## config.mk

```make
export PLATFORM = sky130hd
export DESIGN_NAME = ubjson_stream_tokenizer
export DESIGN_NICKNAME = d
export VERILOG_FILES = /design/src/hw/rtl/ust_pkg.sv /design/src/hw/rtl/ust_step.sv /design/src/hw/rtl/ust_out_reg.sv /design/src/hw/rtl/ubjson_stream_tokenizer.sv
export SDC_FILE = /design/constraint.sdc
export NUM_CORES = 1
export LEC_CHECK = 0
export ABC_AREA = 1
export BUFFER_PORTS_ARGS = -buffer_cell sky130_fd_sc_hd__buf_2
export CORE_MARGIN = 2
export CORE_UTILIZATION = 40
export DETAILED_ROUTE_END_ITERATION = 10
export GPL_TIMING_DRIVEN = 0
export PLACE_DENSITY_LB_ADDON = 0.2
export SETUP_SLACK_MARGIN = 0.2
export SLEW_MARGIN = 20
export SYNTH_ARGS = -nofsm -noshare
export SYNTH_HDL_FRONTEND = slang
export SYNTH_HIERARCHICAL = 1
export SYNTH_SLANG_ARGS = --single-unit
```

## constraint.sdc

```tcl
create_clock -name clk -period 6.03 [get_ports clk]
set_input_delay 1.5075 -clock clk [delete_from_list [all_inputs] [get_ports clk]]
set_output_delay 1.5075 -clock clk [all_outputs]
set_load 0.01 [all_outputs]
```

## src/hw/rtl/ust_pkg.sv

```systemverilog
// ust_pkg: shared types and codes for the UBJSON stream tokenizer.
// Holds the parser state, token record, marker bytes and kind/error codes.
// No dependencies.
package ust_pkg;

  localparam int MAX_DEPTH_DEF = 16;

  typedef enum logic [2:0] {
    MODE_MARKER      = 3'd0,
    MODE_PAYLOAD     = 3'd1,
    MODE_LEN_MARKER  = 3'd2,
    MODE_LEN_PAYLOAD = 3'd3,
    MODE_STRING      = 3'd4
  } mode_t;

  typedef enum logic [4:0] {
    K_NULL     = 5'd0,
    K_NOOP     = 5'd1,
    K_TRUE     = 5'd2,
    K_FALSE    = 5'd3,
    K_INT8     = 5'd4,
    K_UINT8    = 5'd5,
    K_INT16    = 5'd6,
    K_INT32    = 5'd7,
    K_INT64    = 5'd8,
    K_F32      = 5'd9,
    K_F64      = 5'd10,
    K_CHAR     = 5'd11,
    K_STRHDR   = 5'd12,
    K_STRBYTE  = 5'd13,
    K_ARRBEGIN = 5'd14,
    K_ARREND   = 5'd15,
    K_ERROR    = 5'd16
  } kind_t;

  typedef enum logic [1:0] {
    ERR_NONE      = 2'd0,
    ERR_UNKNOWN   = 2'd1,
    ERR_NEG_LEN   = 2'd2,
    ERR_TOO_DEEP  = 2'd3
  } err_t;

  // marker bytes (ASCII)
  localparam logic [7:0] CH_NULL  = 8'h5A; // Z
  localparam logic [7:0] CH_NOOP  = 8'h4E; // N
  localparam logic [7:0] CH_TRUE  = 8'h54; // T
  localparam logic [7:0] CH_FALSE = 8'h46; // F
  localparam logic [7:0] CH_INT8  = 8'h69; // i
  localparam logic [7:0] CH_UINT8 = 8'h55; // U
  localparam logic [7:0] CH_INT16 = 8'h49; // I
  localparam logic [7:0] CH_INT32 = 8'h6C; // l
  localparam logic [7:0] CH_INT64 = 8'h4C; // L
  localparam logic [7:0] CH_F32   = 8'h64; // d
  localparam logic [7:0] CH_F64   = 8'h44; // D
  localparam logic [7:0] CH_CHAR  = 8'h43; // C
  localparam logic [7:0] CH_STR   = 8'h53; // S
  localparam logic [7:0] CH_ARRB  = 8'h5B; // [
  localparam logic [7:0] CH_ARRE  = 8'h5D; // ]

  // parser state apart from the array depth
  typedef struct packed {
    mode_t        mode;
    logic [3:0]   vk;     // value kind being collected
    logic [3:0]   bl;     // payload bytes left
    logic [63:0]  shift;  // big-endian accumulator
    logic [30:0]  sr;     // string bytes remaining
  } st_t;

  typedef struct packed {
    kind_t        kind;
    logic [63:0]  value;
    logic [4:0]   depth;
    logic         done;
    err_t         err;
  } tok_t;

endpackage

```

## src/hw/rtl/ust_step.sv

```systemverilog
// ust_step: next-state and token logic for one stream byte.
// Depends on ust_pkg.
module ust_step #(
  parameter int MAX_DEPTH = ust_pkg::MAX_DEPTH_DEF,
  parameter int DW        = $clog2(MAX_DEPTH + 1)
) (
  input  logic [7:0]    data_byte,
  input  ust_pkg::st_t  st,
  input  logic [DW-1:0] depth,
  output ust_pkg::st_t  st_nxt,
  output logic [DW-1:0] depth_nxt,
  output logic          emit,
  output ust_pkg::tok_t tok
);
  import ust_pkg::*;

  function automatic logic [3:0] kind_bytes(kind_t k);
    case (k)
      K_INT8, K_UINT8, K_CHAR: kind_bytes = 4'd1;
      K_INT16:                 kind_bytes = 4'd2;
      K_INT32, K_F32:          kind_bytes = 4'd4;
      default:                 kind_bytes = 4'd8;
    endcase
  endfunction

  logic [63:0] sh;
  logic [63:0] v;
  logic [3:0]  bl_dec;
  logic [30:0] sr_dec;
  kind_t       vk_kind;
  kind_t       mk;
  logic        mk_val;

  assign sh      = {st.shift[55:0], data_byte};
  assign bl_dec  = st.bl - {3'd0, (st.bl != 4'd0)};
  assign sr_dec  = st.sr - {30'd0, (st.sr != 31'd0)};
  assign vk_kind = kind_t'({1'b0, st.vk});

  // sign extension of the finished payload
  always_comb begin
    case (vk_kind)
      K_INT8:  v = {{56{sh[7]}}, sh[7:0]};
      K_INT16: v = {{48{sh[15]}}, sh[15:0]};
      K_INT32: v = {{32{sh[31]}}, sh[31:0]};
      default: v = sh;
    endcase
  end

  // value markers that are followed by a payload
  always_comb begin
    mk_val = 1'b1;
    case (data_byte)
      CH_INT8:  mk = K_INT8;
      CH_UINT8: mk = K_UINT8;
      CH_INT16: mk = K_INT16;
      CH_INT32: mk = K_INT32;
      CH_INT64: mk = K_INT64;
      CH_F32:   mk = K_F32;
      CH_F64:   mk = K_F64;
      CH_CHAR:  mk = K_CHAR;
      default: begin
        mk     = K_NULL;
        mk_val = 1'b0;
      end
    endcase
  end

  always_comb begin
    st_nxt    = st;
    depth_nxt = depth;
    emit      = 1'b0;
    tok.kind  = K_NULL;
    tok.value = 64'd0;
    tok.done  = 1'b0;
    tok.err   = ERR_NONE;
    case (st.mode)
      MODE_PAYLOAD, MODE_LEN_PAYLOAD: begin
        st_nxt.bl = bl_dec;
        if (bl_dec != 4'd0) begin
          st_nxt.shift = sh;
        end else begin
          st_nxt.shift = 64'd0;
          st_nxt.sr    = v[30:0];
          emit         = 1'b1;
          st_nxt.mode  = MODE_MARKER;
          if (st.mode == MODE_PAYLOAD) begin
            tok.kind  = vk_kind;
            tok.value = v;
          end else if (v[63]) begin
            tok.kind = K_ERROR;
            tok.err  = ERR_NEG_LEN;
          end else begin
            tok.kind = K_STRHDR;
            if (v[30:0] == 31'd0) begin
              tok.done = 1'b1;
            end else begin
              tok.value   = {33'd0, v[30:0]};
              st_nxt.mode = MODE_STRING;
            end
          end
        end
      end
      MODE_LEN_MARKER: begin
        if (mk_val && (mk == K_INT8 || mk == K_UINT8 || mk == K_INT16 || mk == K_INT32)) begin
          st_nxt.vk    = mk[3:0];
          st_nxt.bl    = kind_bytes(mk);
          st_nxt.shift = 64'd0;
          st_nxt.mode  = MODE_LEN_PAYLOAD;
        end else begin
          emit     = 1'b1;
          tok.kind = K_ERROR;
          tok.err  = ERR_UNKNOWN;
        end
      end
      MODE_STRING: begin
        st_nxt.sr = sr_dec;
        emit      = 1'b1;
        tok.kind  = K_STRBYTE;
        tok.value = {56'd0, data_byte};
        if (sr_dec == 31'd0) begin
          tok.done    = 1'b1;
          st_nxt.mode = MODE_MARKER;
        end
      end
      default: begin
        st_nxt.mode = MODE_MARKER;
        if (mk_val) begin
          st_nxt.vk    = mk[3:0];
          st_nxt.bl    = kind_bytes(mk);
          st_nxt.shift = 64'd0;
          st_nxt.mode  = MODE_PAYLOAD;
        end else begin
          emit = 1'b1;
          case (data_byte)
            CH_NULL:  tok.kind = K_NULL;
            CH_NOOP:  tok.kind = K_NOOP;
            CH_TRUE:  tok.kind = K_TRUE;
            CH_FALSE: tok.kind = K_FALSE;
            CH_STR: begin
              emit        = 1'b0;
              st_nxt.mode = MODE_LEN_MARKER;
            end
            CH_ARRB: begin
              if (depth >= DW'(MAX_DEPTH)) begin
                tok.kind = K_ERROR;
                tok.err  = ERR_TOO_DEEP;
              end else begin
                tok.kind  = K_ARRBEGIN;
                depth_nxt = depth + DW'(1);
              end
            end
            CH_ARRE: begin
              if (depth == '0) begin
                tok.kind = K_ERROR;
                tok.err  = ERR_UNKNOWN;
              end else begin
                tok.kind  = K_ARREND;
                depth_nxt = depth - DW'(1);
              end
            end
            default: begin
              tok.kind = K_ERROR;
              tok.err  = ERR_UNKNOWN;
            end
          endcase
        end
      end
    endcase
    // depth after this token, low 5 bits
    tok.depth = 5'(depth_nxt);
  end

endmodule

```

## src/hw/rtl/ust_out_reg.sv

```systemverilog
// ust_out_reg: result register between the tokenizer and the result channel.
// Depends on ust_pkg.
module ust_out_reg (
  input  logic          clk,
  input  logic          rst_n,
  input  logic          load,
  input  logic          emit,
  input  ust_pkg::tok_t tok,
  input  logic          out_ready,
  output logic          out_valid,
  output logic          can_load,
  output ust_pkg::tok_t tok_q
);
  import ust_pkg::*;

  logic valid_r;
  tok_t tok_r;

  // free when empty or draining this cycle
  assign can_load  = !valid_r || out_ready;
  assign out_valid = valid_r;
  assign tok_q     = tok_r;

  always_ff @(posedge clk) begin
    if (!rst_n) begin
      valid_r <= 1'b0;
    end else if (load && emit) begin
      valid_r <= 1'b1;
    end else if (out_ready) begin
      valid_r <= 1'b0;
    end
  end

  always_ff @(posedge clk) begin
    if (load && emit) begin
      tok_r <= tok;
    end
  end

endmodule

```

## src/hw/rtl/ubjson_stream_tokenizer.sv

```systemverilog
// ubjson_stream_tokenizer: UBJSON byte stream to token stream, top level.
// Depends on ust_pkg, ust_step, ust_out_reg.
//
//   channel | dir | handshake             | payload
//   in      | in  | in_valid / in_ready   | in_data_byte[7:0]
//   out     | out | out_valid / out_ready | token_kind, token_value, nesting_depth,
//           |     |                       | string_done, error_code
//
// One byte beat per cycle while in_ready is high: each accepted byte updates the
// parser state and, when it completes a token, loads the result register in the
// same edge. Throughput is set by the single state-update path (byte shift, marker
// decode) and the result register; a token is valid in the cycle after its byte.
// Reset (rst_n low, synchronous) returns to expecting a value marker at depth 0.
// in_ready drops while a token sits in the result register and out_ready is
// low, whether or not the byte on offer would make a token.
module ubjson_stream_tokenizer #(
  parameter int MAX_DEPTH = ust_pkg::MAX_DEPTH_DEF
) (
  input  logic        clk,
  input  logic        rst_n,
  input  logic        in_valid,
  output logic        in_ready,
  input  logic [7:0]  in_data_byte,
  output logic        out_valid,
  input  logic        out_ready,
  output logic [4:0]  out_token_kind,
  output logic [63:0] out_token_value,
  output logic [4:0]  out_nesting_depth,
  output logic        out_string_done,
  output logic [1:0]  out_error_code
);
  import ust_pkg::*;

  localparam int DW = $clog2(MAX_DEPTH + 1);

  st_t           st_r, st_nxt;
  logic [DW-1:0] depth_r, depth_nxt;
  logic          emit;
  logic          can_load;
  logic          in_fire;
  tok_t          tok, tok_q;

  ust_step #(
    .MAX_DEPTH (MAX_DEPTH),
    .DW        (DW)
  ) u_step (
    .data_byte (in_data_byte),
    .st        (st_r),
    .depth     (depth_r),
    .st_nxt    (st_nxt),
    .depth_nxt (depth_nxt),
    .emit      (emit),
    .tok       (tok)
  );

  ust_out_reg u_out (
    .clk       (clk),
    .rst_n     (rst_n),
    .load      (in_fire),
    .emit      (emit),
    .tok       (tok),
    .out_ready (out_ready),
    .out_valid (out_valid),
    .can_load  (can_load),
    .tok_q     (tok_q)
  );

  // ready depends only on the result register, not on the byte offered
  assign in_ready = can_load;
  assign in_fire  = in_valid && in_ready;

  // parser state
  always_ff @(posedge clk) begin
    if (!rst_n) begin
      st_r.mode  <= MODE_MARKER;
      st_r.vk    <= 4'd0;
      st_r.bl    <= 4'd0;
      st_r.shift <= 64'd0;
      st_r.sr    <= 31'd0;
      depth_r    <= '0;
    end else if (in_fire) begin
      st_r    <= st_nxt;
      depth_r <= depth_nxt;
    end
  end

  assign out_token_kind    = tok_q.kind;
  assign out_token_value   = tok_q.value;
  assign out_nesting_depth = tok_q.depth;
  assign out_string_done   = tok_q.done;
  assign out_error_code    = tok_q.err;

`ifndef ASSERT_OFF
  // depth stays within the configured limit
  a_depth_max: assert property (@(posedge clk) disable iff (!rst_n)
    depth_r <= DW'(MAX_DEPTH))
    else $error("array depth above limit");

  // string mode always has bytes left to take
  a_str_left: assert property (@(posedge clk) disable iff (!rst_n)
    st_r.mode == MODE_STRING |-> st_r.sr != 31'd0)
    else $error("string mode with no bytes remaining");

  // every byte of a string body yields a string byte token
  a_str_tok: assert property (@(posedge clk) disable iff (!rst_n)
    in_fire && st_r.mode == MODE_STRING |=>
      out_valid && out_token_kind == K_STRBYTE)
    else $error("string byte did not produce a token");

  // array end at depth zero is rejected as unknown
  a_arre_zero: assert property (@(posedge clk) disable iff (!rst_n)
    in_fire && st_r.mode == MODE_MARKER && in_data_byte == CH_ARRE && depth_r == '0 |=>
      out_valid && out_token_kind == K_ERROR && out_error_code == ERR_UNKNOWN)
    else $error("unbalanced array end not flagged");
`endif

endmodule
```

==> results by group <==
Clock tree
  • Post-CTS sizing: 0
  • Num CTS Buffers: 17
  • Post-CTS setup buffers: 0
  • # hold bufs at CTS: 0
  • Buffer depth of the longest clock path: 2
  • CTS H-Tree Depth: 4
  • Clk_lat worst skew: about 440 ps
  • Root buffer cell: clkbuf_16
  • Sink Count: between 150 and 200
  • CTS clock-pin slew for the worst setup and hold paths: 80 ps
  • TritonCTS clock tree: yes

Yosys
  • Yosys warnings: 6
  • Synthesized net count: between 1500 and 2000
  • Synthesized area: approximately 0.011 sq mm
  • Cells after Synth: 1682
  • Post-Syn Area per Cell: between 6 and 7 sq um

Die
  • Die Y: 172 microns
  • Die Wd: approximately 170 microns
  • Core ar.: between 0.02 and 0.03 sq mm
  • Die footprint: 0.0294 sq mm
  • Io pins: 91
  • Site Rows: 61
  • Starting Density: 0.405

Run
  • Max-Cap Viols: 0

Drt
  • DRT antenna net count: 0
  • DRC: 0
  • Vias: about 11000
  • Avg Vias per Cell: ~5
  • DRT Pass-1 Iters: 6
  • WL/cell: between 15 and 20 microns
  • Drt initial violations: between 1000 and 1500
  • Final WL: approximately 36000 microns

Global routing
  • First-pass GRT wire length: about 58000 microns
  • Largest net degree at the start of global routing: 45
  • Vias in the first global route: between 10000 and 15000
  • Initial antenna violation count: 0
  • Total GRT Usage: 0.253
  • GRT overflow: 0

Layout
  • Final Cell Area: between 0.01 and 0.015 sq mm
  • # diodes: 0
  • Synth-to-Final Area Change: 14.1%
  • Layout cells sized above 1: 0.124
  • Fin nets: roughly 1800

Status
  • Status: complete, no violations

Timing
  • Minimum clock period: just under 4000 ps
  • Pins over their slew limit: 0
  • Setup Skew: 18.4 ps
  • Setup violators final: 0
  • RSZ-0062 raised after global routing: no
  • Final period utilization: 0.647
  • F_max: ~0.26 GHz
  • Final Hold Fails: 0
  • Final setup TNS: 0 ps
  • Measured slew at the worst slew-check pin: roughly 1000 ps
  • Relative slew margins: 0.299

Placement
  • DP HPWL: 27100 microns
  • I/O Buffers: 90
  • Routability Congestion: about 0.96
  • Dpl cell area: 0.0122 sq mm

Setup path
  • Crit end category: flip-flop
  • Crit Path Category: in2reg
  • Worst Path Required: slightly above 6000 ps
  • Max Fanout on Critical Path: 44
  • CP arrival: approximately 4000 ps
  • Startpoint types: primary input

Worst hold path
  • Min-delay worst type: reg2reg

Pwr
  • Peak supply drop: approximately 150 uV
  • PwrDens: approximately 290 mW/mm^2
  • P_leak: between 0.005 and 0.006 uW
[flip-flops by register name (all words and copies together), names as in the netlist]
signal	flops
u_out/out_valid	1
depth_r	5
st_r	98
u_out/tok_q	77
[metrics by stage]
step                      hold WS, ps  utilization  total power, uW  std cells  worst slack, ps
after floorplan                   502            -             2230       1682             1430
after global placement            484        0.438             2540       2150              102
after detailed placement          498        0.440             2560       2151             1710
after CTS                         511        0.462             3730       2183             2170
after global routing              542        0.462             3930       2183             1900
final                             507        0.462             3720       2183             2130
[path summary, 6_finish.rpt]
path	cells past startpoint	slack, ps	endpoint	from
max	16	2130	u_out/tok_q[44]	in_data_byte[2]
min	2	510	u_out/out_valid	u_out/out_valid
max reg2reg	15	2420	u_out/tok_q[44]	st_r[96]
min reg2reg	2	510	u_out/out_valid	u_out/out_valid
[layout by cell type, fill, tap and decap left out, types with 8 or more instances in the layout]
cell,instances
nor2_1,348
o221ai_1,78
buf_4,11
o2111ai_1,12
inv_2,14
dfxtp_1,104
edfxtp_1,77
clkbuf_16,17
nand4_1,13
nand2_2,11
nand3_1,51
a21oi_1,39
nand2_1,457
o211ai_1,11
clkbuf_1,22
buf_2,133
o21ai_0,48
nor3_1,8
inv_1,264
[worst max-delay path, stage by stage]
cell and delay, ps:
buf_2 150, inv_2 160, nor2_1 80, nand2_1 90, inv_1 60, nand2_1 80
o21ai_1 80, nor2_1 210, nand2_1 150, nor2_4 250, buf_2 170, nand2_1 40
nand3_1 60, nand2_1 160, inv_4 420, buf_16 280
[layer usage]
layer  share of wire  global-route usage  up-vias
li1                -                   -     5581
met1            0.45               0.347     5219
met2            0.47               0.423      379
met3           0.054              0.0244       54
met4           0.024              0.0744        0
met5               0                   0        -
[layout make-up]
cell class | instances | area, sq um
Multi-Input combinational cell | 1141 | 5360
Buffer | 81 | 422
Clock buffer | 17 | 425
Fill cell | 2883 | 14900
Inverter | 279 | 1050
Tap cell | 378 | 473
Sequential cell | 181 | 4390
Timing Repair Buffer | 91 | 478
Clock inverter | 15 | 201
[power breakdown]
| part | switching (uW) | internal, uW |
|---|---|---|
| combinational | 727 | 321 |
| clock | 604 | 574 |
| sequential | 85.6 | 1410 |
| total | 1420 | 2310 |
No activity file was read; power rests on OpenSTA's default activity.
